## src/mrs_pkg.sv

```systemverilog
// Shared widths, phase codes and interface structs of the masked region
// statistics unit. No dependencies.
package mrs_pkg;

	localparam int MAX_PIXELS = 4194304;

	localparam int PX_W   = 8;
	localparam int CNT_W  = $clog2(MAX_PIXELS + 1);
	localparam int SUM_W  = CNT_W + PX_W;
	localparam int SQS_W  = CNT_W + 2 * PX_W;
	localparam int ACC_W  = CNT_W + SQS_W;
	localparam int D_W    = 2 * CNT_W + 14;
	localparam int RAD_W  = D_W + 16;
	localparam int ROOT_W = RAD_W / 2;
	localparam int REM_W  = ROOT_W + 2;
	localparam int QW     = 16;
	localparam int NUM_W  = CNT_W + QW;
	localparam int PC_W   = 23;
	localparam int STD_W  = 15;
	localparam int STEP_W = 6;

	localparam logic [2:0] PH_MULP = 3'd0;
	localparam logic [2:0] PH_MULS = 3'd1;
	localparam logic [2:0] PH_SQRT = 3'd2;
	localparam logic [2:0] PH_DIVM = 3'd3;
	localparam logic [2:0] PH_DIVS = 3'd4;

	typedef struct packed {
		logic [CNT_W-1:0] count;
		logic [SUM_W-1:0] sum;
		logic [SQS_W-1:0] sumsq;
		logic [PX_W-1:0]  min;
		logic [PX_W-1:0]  max;
	} region_stats_t;

	typedef struct packed {
		logic       start;
		logic [2:0] phase;
		logic       load_out;
		logic       region;
		logic       clear;
	} ctl_cmd_t;

	typedef struct packed {
		logic done;
		logic empty;
		logic out_busy;
	} calc_stat_t;

endpackage

```

## src/mrs_accum.sv

```systemverilog
// Per-region accumulators (count, sum, sum of squares, min, max) and a shared overflow flag.
// Depends on mrs_pkg.
module mrs_accum (
	input  logic                  clk,
	input  logic                  arst_n,
	input  logic                  en,
	input  logic [mrs_pkg::PX_W-1:0] pixel,
	input  logic                  in_signal,
	input  logic                  clear,
	input  logic                  sel,
	output mrs_pkg::region_stats_t stats,
	output logic                  ovf
);
	import mrs_pkg::*;

	logic [CNT_W-1:0] count_q [2];
	logic [SUM_W-1:0] sum_q   [2];
	logic [SQS_W-1:0] sq_q    [2];
	logic [PX_W-1:0]  min_q   [2];
	logic [PX_W-1:0]  max_q   [2];
	logic             ovf_q;
	logic             r;
	logic [2*PX_W-1:0] px_sq;

	assign r     = ~in_signal;
	assign px_sq = {{PX_W{1'b0}}, pixel} * {{PX_W{1'b0}}, pixel};

	always_ff @(posedge clk or negedge arst_n) begin
		if (!arst_n) begin
			for (int i = 0; i < 2; i++) begin
				count_q[i] <= '0;
				sum_q[i]   <= '0;
				sq_q[i]    <= '0;
				min_q[i]   <= '1;
				max_q[i]   <= '0;
			end
			ovf_q <= 1'b0;
		end else if (clear) begin
			for (int i = 0; i < 2; i++) begin
				count_q[i] <= '0;
				sum_q[i]   <= '0;
				sq_q[i]    <= '0;
				min_q[i]   <= '1;
				max_q[i]   <= '0;
			end
			ovf_q <= 1'b0;
		end else if (en) begin
			if (count_q[r] >= CNT_W'(MAX_PIXELS)) begin
				ovf_q <= 1'b1;
			end else begin
				count_q[r] <= count_q[r] + 1'b1;
				sum_q[r]   <= sum_q[r] + SUM_W'(pixel);
				sq_q[r]    <= sq_q[r] + SQS_W'(px_sq);
				if (pixel < min_q[r]) min_q[r] <= pixel;
				if (pixel > max_q[r]) max_q[r] <= pixel;
			end
		end
	end

	assign stats.count = count_q[sel];
	assign stats.sum   = sum_q[sel];
	assign stats.sumsq = sq_q[sel];
	assign stats.min   = min_q[sel];
	assign stats.max   = max_q[sel];
	assign ovf         = ovf_q;

endmodule

```

## src/mrs_calc.sv

```systemverilog
// Frame-end datapath: serial multiplier, digit-serial square root, restoring
// divider and the output word register. Depends on mrs_pkg.
module mrs_calc (
	input  logic                   clk,
	input  logic                   arst_n,
	input  mrs_pkg::ctl_cmd_t      cmd,
	input  mrs_pkg::region_stats_t stats,
	input  logic                   ovf,
	output mrs_pkg::calc_stat_t    stat,
	output logic                   out_valid,
	input  logic                   out_ready,
	output logic                   region,
	output logic [mrs_pkg::PC_W-1:0]  pixel_count,
	output logic [mrs_pkg::QW-1:0]    mean_q8,
	output logic [mrs_pkg::STD_W-1:0] std_q8,
	output logic [mrs_pkg::PX_W-1:0]  min_value,
	output logic [mrs_pkg::PX_W-1:0]  max_value,
	output logic                   overflow,
	output logic                   last
);
	import mrs_pkg::*;

	logic              busy_q, done_q, out_valid_q;
	logic [2:0]        phase_q;
	logic [STEP_W-1:0] cnt_q;
	logic [ACC_W-1:0]  acc_q, mcand_q, addend;
	logic [SUM_W-1:0]  mplier_q;
	logic              sub_q;
	logic [RAD_W-1:0]  rad_q;
	logic [REM_W-1:0]  rem_sq_q;
	logic [ROOT_W-1:0] root_q;
	logic [REM_W+1:0]  r2, trial, r2_diff;
	logic              sq_ge;
	logic [CNT_W-1:0]  div_rem_q;
	logic [QW-1:0]     num_lo_q, quot_q, quot_next;
	logic [CNT_W:0]    dt, dt_diff;
	logic              d_ge;
	logic              to_std_q;
	logic [QW-1:0]     mean_q;
	logic [STD_W-1:0]  std_q;
	logic [NUM_W-1:0]  num_mean, num_std;
	logic              empty, last_step;

	assign empty     = (stats.count == '0);
	assign last_step = busy_q && (cnt_q == '0);

	assign addend  = mplier_q[0] ? mcand_q : '0;

	assign r2      = {rem_sq_q, rad_q[RAD_W-1 -: 2]};
	assign trial   = (REM_W+2)'({root_q, 2'b01});
	assign sq_ge   = (r2 >= trial);
	assign r2_diff = r2 - trial;

	assign dt        = {div_rem_q, num_lo_q[QW-1]};
	assign d_ge      = (dt >= {1'b0, stats.count});
	assign dt_diff   = dt - {1'b0, stats.count};
	assign quot_next = {quot_q[QW-2:0], d_ge};

	assign num_mean = {stats.sum, {PX_W{1'b0}}};
	assign num_std  = NUM_W'(root_q);

	always_ff @(posedge clk or negedge arst_n) begin
		if (!arst_n) begin
			busy_q      <= 1'b0;
			done_q      <= 1'b0;
			out_valid_q <= 1'b0;
		end else begin
			done_q <= last_step;
			if (cmd.start) busy_q <= 1'b1;
			else if (last_step) busy_q <= 1'b0;
			if (cmd.load_out) out_valid_q <= 1'b1;
			else if (out_ready) out_valid_q <= 1'b0;
		end
	end

	always_ff @(posedge clk) begin
		if (cmd.start) begin
			phase_q <= cmd.phase;
			unique case (cmd.phase)
				PH_MULP: begin
					acc_q    <= '0;
					mcand_q  <= ACC_W'(stats.sumsq);
					mplier_q <= SUM_W'(stats.count);
					sub_q    <= 1'b0;
					cnt_q    <= STEP_W'(CNT_W - 1);
				end
				PH_MULS: begin
					mcand_q  <= ACC_W'(stats.sum);
					mplier_q <= stats.sum;
					sub_q    <= 1'b1;
					cnt_q    <= STEP_W'(SUM_W - 1);
				end
				PH_SQRT: begin
					rad_q    <= {acc_q[D_W-1:0], 16'b0};
					rem_sq_q <= '0;
					root_q   <= '0;
					cnt_q    <= STEP_W'(ROOT_W - 1);
				end
				PH_DIVM: begin
					div_rem_q <= num_mean[NUM_W-1:QW];
					num_lo_q  <= num_mean[QW-1:0];
					to_std_q  <= 1'b0;
					cnt_q     <= STEP_W'(QW - 1);
				end
				PH_DIVS: begin
					div_rem_q <= num_std[NUM_W-1:QW];
					num_lo_q  <= num_std[QW-1:0];
					to_std_q  <= 1'b1;
					cnt_q     <= STEP_W'(QW - 1);
				end
				default: begin
				end
			endcase
		end else if (busy_q) begin
			cnt_q <= cnt_q - 1'b1;
			unique case (phase_q)
				PH_MULP, PH_MULS: begin
					acc_q    <= sub_q ? acc_q - addend : acc_q + addend;
					mcand_q  <= {mcand_q[ACC_W-2:0], 1'b0};
					mplier_q <= {1'b0, mplier_q[SUM_W-1:1]};
				end
				PH_SQRT: begin
					rem_sq_q <= sq_ge ? r2_diff[REM_W-1:0] : r2[REM_W-1:0];
					root_q   <= {root_q[ROOT_W-2:0], sq_ge};
					rad_q    <= {rad_q[RAD_W-3:0], 2'b00};
				end
				PH_DIVM, PH_DIVS: begin
					div_rem_q <= d_ge ? dt_diff[CNT_W-1:0] : dt[CNT_W-1:0];
					num_lo_q  <= {num_lo_q[QW-2:0], 1'b0};
					quot_q    <= quot_next;
					if (cnt_q == '0) begin
						if (to_std_q) std_q <= quot_next[STD_W-1:0];
						else mean_q <= quot_next;
					end
				end
				default: begin
				end
			endcase
		end
	end

	always_ff @(posedge clk) begin
		if (cmd.load_out) begin
			region      <= cmd.region;
			pixel_count <= PC_W'(stats.count);
			mean_q8     <= empty ? '0 : mean_q;
			std_q8      <= empty ? '0 : std_q;
			min_value   <= empty ? '0 : stats.min;
			max_value   <= empty ? '0 : stats.max;
			overflow    <= ovf;
			last        <= cmd.region;
		end
	end

	assign out_valid     = out_valid_q;
	assign stat.done     = done_q;
	assign stat.empty    = empty;
	assign stat.out_busy = out_valid_q & ~out_ready;

endmodule

```

## src/mrs_ctrl.sv

```systemverilog
// Frame-end sequencer: walks each non-empty region through the datapath
// phases and hands each result to the output register. Depends on mrs_pkg.
module mrs_ctrl (
	input  logic                clk,
	input  logic                arst_n,
	input  logic                in_fire,
	input  logic                last_pixel,
	input  mrs_pkg::calc_stat_t stat,
	output mrs_pkg::ctl_cmd_t   cmd,
	output logic                in_ready
);
	import mrs_pkg::*;

	localparam logic [2:0] S_IDLE  = 3'd0;
	localparam logic [2:0] S_CHECK = 3'd1;
	localparam logic [2:0] S_MULP  = 3'd2;
	localparam logic [2:0] S_MULS  = 3'd3;
	localparam logic [2:0] S_SQRT  = 3'd4;
	localparam logic [2:0] S_DIVM  = 3'd5;
	localparam logic [2:0] S_DIVS  = 3'd6;
	localparam logic [2:0] S_OUT   = 3'd7;

	logic [2:0] state_q;
	logic       go_q, region_q, load;
	logic [2:0] phase;

	assign load     = (state_q == S_OUT) && !stat.out_busy;
	assign in_ready = (state_q == S_IDLE);

	always_comb begin
		unique case (state_q)
			S_MULS:  phase = PH_MULS;
			S_SQRT:  phase = PH_SQRT;
			S_DIVM:  phase = PH_DIVM;
			S_DIVS:  phase = PH_DIVS;
			default: phase = PH_MULP;
		endcase
	end

	assign cmd.start    = go_q;
	assign cmd.phase    = phase;
	assign cmd.load_out = load;
	assign cmd.region   = region_q;
	assign cmd.clear    = load & region_q;

	always_ff @(posedge clk or negedge arst_n) begin
		if (!arst_n) begin
			state_q  <= S_IDLE;
			go_q     <= 1'b0;
			region_q <= 1'b0;
		end else begin
			go_q <= 1'b0;
			unique case (state_q)
				S_IDLE: begin
					if (in_fire && last_pixel) state_q <= S_CHECK;
				end
				S_CHECK: begin
					if (stat.empty) begin
						state_q <= S_OUT;
					end else begin
						state_q <= S_MULP;
						go_q    <= 1'b1;
					end
				end
				S_MULP: begin
					if (stat.done) begin
						state_q <= S_MULS;
						go_q    <= 1'b1;
					end
				end
				S_MULS: begin
					if (stat.done) begin
						state_q <= S_SQRT;
						go_q    <= 1'b1;
					end
				end
				S_SQRT: begin
					if (stat.done) begin
						state_q <= S_DIVM;
						go_q    <= 1'b1;
					end
				end
				S_DIVM: begin
					if (stat.done) begin
						state_q <= S_DIVS;
						go_q    <= 1'b1;
					end
				end
				S_DIVS: begin
					if (stat.done) state_q <= S_OUT;
				end
				S_OUT: begin
					if (load) begin
						if (region_q) begin
							region_q <= 1'b0;
							state_q  <= S_IDLE;
						end else begin
							region_q <= 1'b1;
							state_q  <= S_CHECK;
						end
					end
				end
				default: state_q <= S_IDLE;
			endcase
		end
	end

endmodule

```

## src/masked_region_statistics_unit.sv

```systemverilog
// Masked region statistics unit, top level.
// Instantiates mrs_accum, mrs_ctrl and mrs_calc; depends on mrs_pkg.
//
// Input channel (in_valid/in_ready): one word per pixel with its value, its
// mask tag (in_signal) and last_pixel on the frame's final pixel. Pixels are
// taken one per cycle while the unit is idle.
// Output channel (out_valid/out_ready): two words per frame, signal region
// first, then noise region with last set.
// Each non-empty region is worked out after the last pixel by a serial
// multiply of CNT_W + SUM_W steps, 38 root digits and two 16-bit divides,
// one bit per cycle each; an empty region skips these phases. in_ready
// stays low from the last pixel until the noise word is in the output
// register.
// A stalled receiver holds the output word; the noise computation runs while
// the signal word waits, and pixels of the next frame are taken while the
// noise word waits.
// Reset clears all region statistics and the overflow flag; the same clear
// happens when the noise word is loaded.
module masked_region_statistics_unit (
	input  logic                      clk,
	input  logic                      arst_n,
	input  logic                      in_valid,
	output logic                      in_ready,
	input  logic [mrs_pkg::PX_W-1:0]  pixel,
	input  logic                      in_signal,
	input  logic                      last_pixel,
	output logic                      out_valid,
	input  logic                      out_ready,
	output logic                      region,
	output logic [mrs_pkg::PC_W-1:0]  pixel_count,
	output logic [mrs_pkg::QW-1:0]    mean_q8,
	output logic [mrs_pkg::STD_W-1:0] std_q8,
	output logic [mrs_pkg::PX_W-1:0]  min_value,
	output logic [mrs_pkg::PX_W-1:0]  max_value,
	output logic                      overflow,
	output logic                      last
);
	import mrs_pkg::*;

	region_stats_t stats;
	ctl_cmd_t      cmd;
	calc_stat_t    stat;
	logic          ovf, in_fire;

	assign in_fire = in_valid & in_ready;

	mrs_accum u_accum (
		.clk       (clk),
		.arst_n    (arst_n),
		.en        (in_fire),
		.pixel     (pixel),
		.in_signal (in_signal),
		.clear     (cmd.clear),
		.sel       (cmd.region),
		.stats     (stats),
		.ovf       (ovf)
	);

	mrs_ctrl u_ctrl (
		.clk        (clk),
		.arst_n     (arst_n),
		.in_fire    (in_fire),
		.last_pixel (last_pixel),
		.stat       (stat),
		.cmd        (cmd),
		.in_ready   (in_ready)
	);

	mrs_calc u_calc (
		.clk         (clk),
		.arst_n      (arst_n),
		.cmd         (cmd),
		.stats       (stats),
		.ovf         (ovf),
		.stat        (stat),
		.out_valid   (out_valid),
		.out_ready   (out_ready),
		.region      (region),
		.pixel_count (pixel_count),
		.mean_q8     (mean_q8),
		.std_q8      (std_q8),
		.min_value   (min_value),
		.max_value   (max_value),
		.overflow    (overflow),
		.last        (last)
	);

endmodule

```

## config.mk

```make
export PLATFORM = sky130hd
export DESIGN_NAME = masked_region_statistics_unit
export DESIGN_NICKNAME = d
export VERILOG_FILES = /design/src/mrs_pkg.sv /design/src/mrs_accum.sv /design/src/mrs_calc.sv /design/src/mrs_ctrl.sv /design/src/masked_region_statistics_unit.sv
export SDC_FILE = /design/constraint.sdc
export NUM_CORES = 2
export LEC_CHECK = 0
export ABC_CLOCK_PERIOD_IN_PS = 44100
export BUFFER_PORTS_ARGS = -buffer_cell sky130_fd_sc_hd__buf_2
export CELL_PAD_IN_SITES_DETAIL_PLACEMENT = 1
export CELL_PAD_IN_SITES_GLOBAL_PLACEMENT = 2
export CORE_ASPECT_RATIO = 0.5
export CORE_UTILIZATION = 45
export CTS_CLUSTER_DIAMETER = 50
export DETAILED_ROUTE_END_ITERATION = 10
export HOLD_SLACK_MARGIN = 0.02
export PLACE_DENSITY_LB_ADDON = 0.1
export SLEW_MARGIN = 20
export SYNTH_ARGS = -nofsm -noshare
export SYNTH_HDL_FRONTEND = slang
export SYNTH_SLANG_ARGS = --single-unit
```

## constraint.sdc

```tcl
create_clock -name clk -period 44.1 [get_ports clk]
set_input_delay 6.615 -clock clk [delete_from_list [all_inputs] [get_ports clk]]
set_output_delay 6.615 -clock clk [all_outputs]
set_load 0.01 [all_outputs]
```

==> flow_summary.json <==
{
  "num_vias": 33600,
  "synth_edf_count": 457,
  "overflow": 0,
  "status": "completed",
  "vias_per_cell": 6.00,
  "relSlewSlack_pct": 17.7,
  "hpwl_um": 93600,
  "cts_setup_buffers": 0,
  "start_kind": "primary input",
  "totalWireLength_um": 132000,
  "place_congestion": 0.896,
  "grt_pass1_vias": 34100,
  "tightest_slew_ns": 1.22,
  "synth_nets": 4545,
  "synth_mux_area_share_pct": 7.67,
  "yosys.area_share.adder_pct": 7.55,
  "drtPass1Iterations": 5,
  "slew_violations": 0,
  "synth_commonest_cells": "edfxtp_1, nand2_1, nor2_1",
  "ant_nets": 0,
  "num_antenna_cells": 0,
  "crit_path_end_kind": "flip-flop",
  "power_density_nw_per_um2": 29.8,
  "grt_pass1_wl_um": 205000,
  "cts_max_path_buffers": 3,
  "hold_buffers": 0,
  "antenna_found_initial": 10,
  "synth-seq-area-share_pct": 45.4,
  "p_leak_nw": 18.8,
  "start_util_pct": 45.7,
  "synth.most_common_cell": "edfxtp_1",
  "cp_data_arrival_time_ns": 12.06,
  "grt_max_degree": 114,
  "final.min_clock_period_ns": 11.51,
  "htreeDepth": 3,
  "drt_iter0_drc": 2456,
  "drc": 0,
  "fmax_mhz": 86.9,
  "synth_cells": 4297,
  "yosysWarnings": 0,
  "nets": 4533,
  "cts_tree": "built",
  "cts_num_sinks": 684,
  "setup_tns_ns": 0,
  "rsz0062_at_grt": "false",
  "multi_input_comb_area_um2": 21600,
  "crit_type": "in2reg",
  "critPathMaxFanout": 13,
  "synth_simple_gate_area_share_pct": 15.2,
  "die_w_um": 438,
  "ys_async_sr_fraction_pct": 33.2,
  "syn_area_per_cell_um2": 9.95,
  "cp.required_ns": 44.66,
  "clk_latency_ns": 0.69,
  "synth_top_family_by_area": "compound AO/OA/AOI/OAI gates",
  "synth_seq_cells": 684,
  "cts_resized": 0,
  "drive_gt1_share_pct": 11.3,
  "maxCapViolCount": 0,
  "ff_latch_area_um2": 19400,
  "synth_area_leaders": "edfxtp_1, dfrtp_1, ha_1, mux2_2, o21ai_0",
  "synth_area_um2": 42700,
  "portBuffers": 88,
  "cts.clk_slew.worst_paths_ns": 0.06,
  "setup_viol": 0,
  "cts_buffers": 73,
  "die_h_um": 220,
  "synth_compound_area_share_pct": 15.3,
  "gr-usage-all-layers_pct": 27.3,
  "synthXorXnorAreaFrac_pct": 4.40,
  "holdWs_ns": 0.421,
  "synth_top_area_share_pct": 32.1,
  "post_drt_wl_per_cell_um": 23.5,
  "syn_to_final_growth_pct": 9.28,
  "die-area_um2": 96300,
  "row_count": 79,
  "fin_skew_ns": 0.0282,
  "core_area_um2": 93500,
  "clockRootBuffer": "clkbuf_16",
  "ir_drop_v": 0.0000298,
  "synth.distinct_cells": 103,
  "worstHoldPathType": "reg2reg",
  "hold_violations": 0,
  "yosysTopAreaCell": "edfxtp_1",
  "io_pins": 89,
  "fin_crit_sh_pct": 26.1,
  "fillCellCount": 10400,
  "synth_flop_cell": "edfxtp_1"
}
kinds of logic (layout without fill, tap and decap cells):
logic type,after synthesis,count (layout)
buffers and inverters,479,527
XOR/XNOR,214,214
AO/OA/AOI/OAI,1025,1025
adder cells (fa/ha/maj),234,234
multiplexers,299,299
flip-flops,684,684
AND/OR/NAND/NOR,1362,1362
sequential cells by signal, summed over array words and instances, names as in the netlist, 6 cells and up:
name and cells:
u_calc.pixel_count 23, u_accum.max_q 16, u_calc.std_q8 15, u_calc.cnt_q 6, u_calc.div_rem_q 23, u_accum.sq_q 78, u_calc.rem_sq_q 40, u_calc.min_value 8
u_calc.mcand_q 60, u_calc.max_value 8, u_calc.mean_q8 16, u_accum.min_q 16, u_accum.sum_q 62, u_accum.count_q 46, u_calc.num_lo_q 16, u_calc.root_q 38
u_calc.std_q 15, u_calc.mean_q 16, u_calc.rad_q 60, u_calc.mplier_q 31, u_calc.acc_q 60, u_calc.quot_q 15
cells in the final DEF, fill, tap and decap left out, types with 106 or more instances in the layout:
master	n
a21oi_1	216
edfxtp_1	457
ha_1	194
xor2_1	106
o21ai_0	296
nand2_1	386
nor2_1	342
xnor2_1	107
inv_1	248
dfrtp_1	209
nand3_1	198
mux2i_1	146
mux2_2	143
stage by stage:
step | cells | setup WS, ns | cell area, um2 | utilization (%) | total power (W)
detailed placement | 5465 | 31.88 | 44400 | 47.4 | 0.000775
global placement | 5465 | 31.96 | 44400 | 47.4 | 0.000772
floorplan | 4297 | 28.44 | 42700 | - | 0.000752
CTS | 5600 | 32.60 | 46700 | 49.9 | 0.00141
finish | 5600 | 32.59 | 46700 | 49.9 | 0.00139
global route | 5600 | 32.21 | 46700 | 49.9 | 0.00144
power by group:
| part | switching, W | total, W | leakage (nW) | internal (W) |
|---|---|---|---|---|
| sequential | 0.000000222 | 0.000679 | 6.23 | 0.000678 |
| clock | 0.000289 | 0.000631 | 1.16 | 0.000342 |
| combinational | 0.0000517 | 0.0000832 | 11.4 | 0.0000315 |
| total | 0.000341 | 0.00139 | 18.8 | 0.00105 |
path summary, 6_finish.rpt:
kind,startpoint,endpoint,slack [ns],cells past startpoint
min in group asynchronous,arst_n,u_accum.sq_q[55],6.03,1
hold reg to reg,u_calc.quot_q[14],u_calc.mean_q[15],0.42,0
setup reg to reg,u_calc.mplier_q[0],u_calc.acc_q[47],38.15,17
max in group asynchronous,arst_n,u_ctrl.region_q,36.70,2
hold / removal,u_calc.quot_q[14],u_calc.mean_q[15],0.42,0
setup / recovery,pixel[1],u_accum.sq_q[33],32.59,22
worst max-delay path, stage by stage:
cell and delay, ns:
buf_2 0.26, inv_1 0.21, nor2_1 0.22, inv_1 0.09
fa_1 0.54, inv_1 0.05, fa_1 0.45, ha_1 0.29
inv_1 0.05, fa_1 0.53, inv_1 0.04, ha_1 0.32
a21o_1 0.13, a21oi_1 0.09, nor2b_1 0.12, o21ai_0 0.16
a2111oi_0 0.53, a211oi_1 0.11, buf_4 0.23, nor4_1 0.70
nand2_1 0.15, mux2i_1 0.16
area by class of cell:
type	instances	area share, %
multi-input combinational	3134	46.2
inverter	251	2.02
sequential	684	41.6
timing repair buffer	141	1.83
clock buffer	85	4.05
tap	1255	3.36
clock inverter	50	0.983
routing by layer:
layer	global-route usage (%)	vias up	part of all wire (%)
met5	0	-	0
met4	7.12	0	2.4
met3	3.53	180	4.4
met2	42.2	700	44
met1	40.4	17100	49
li1	-	15600	-
Note: power is estimated with default switching activity, not from simulation.
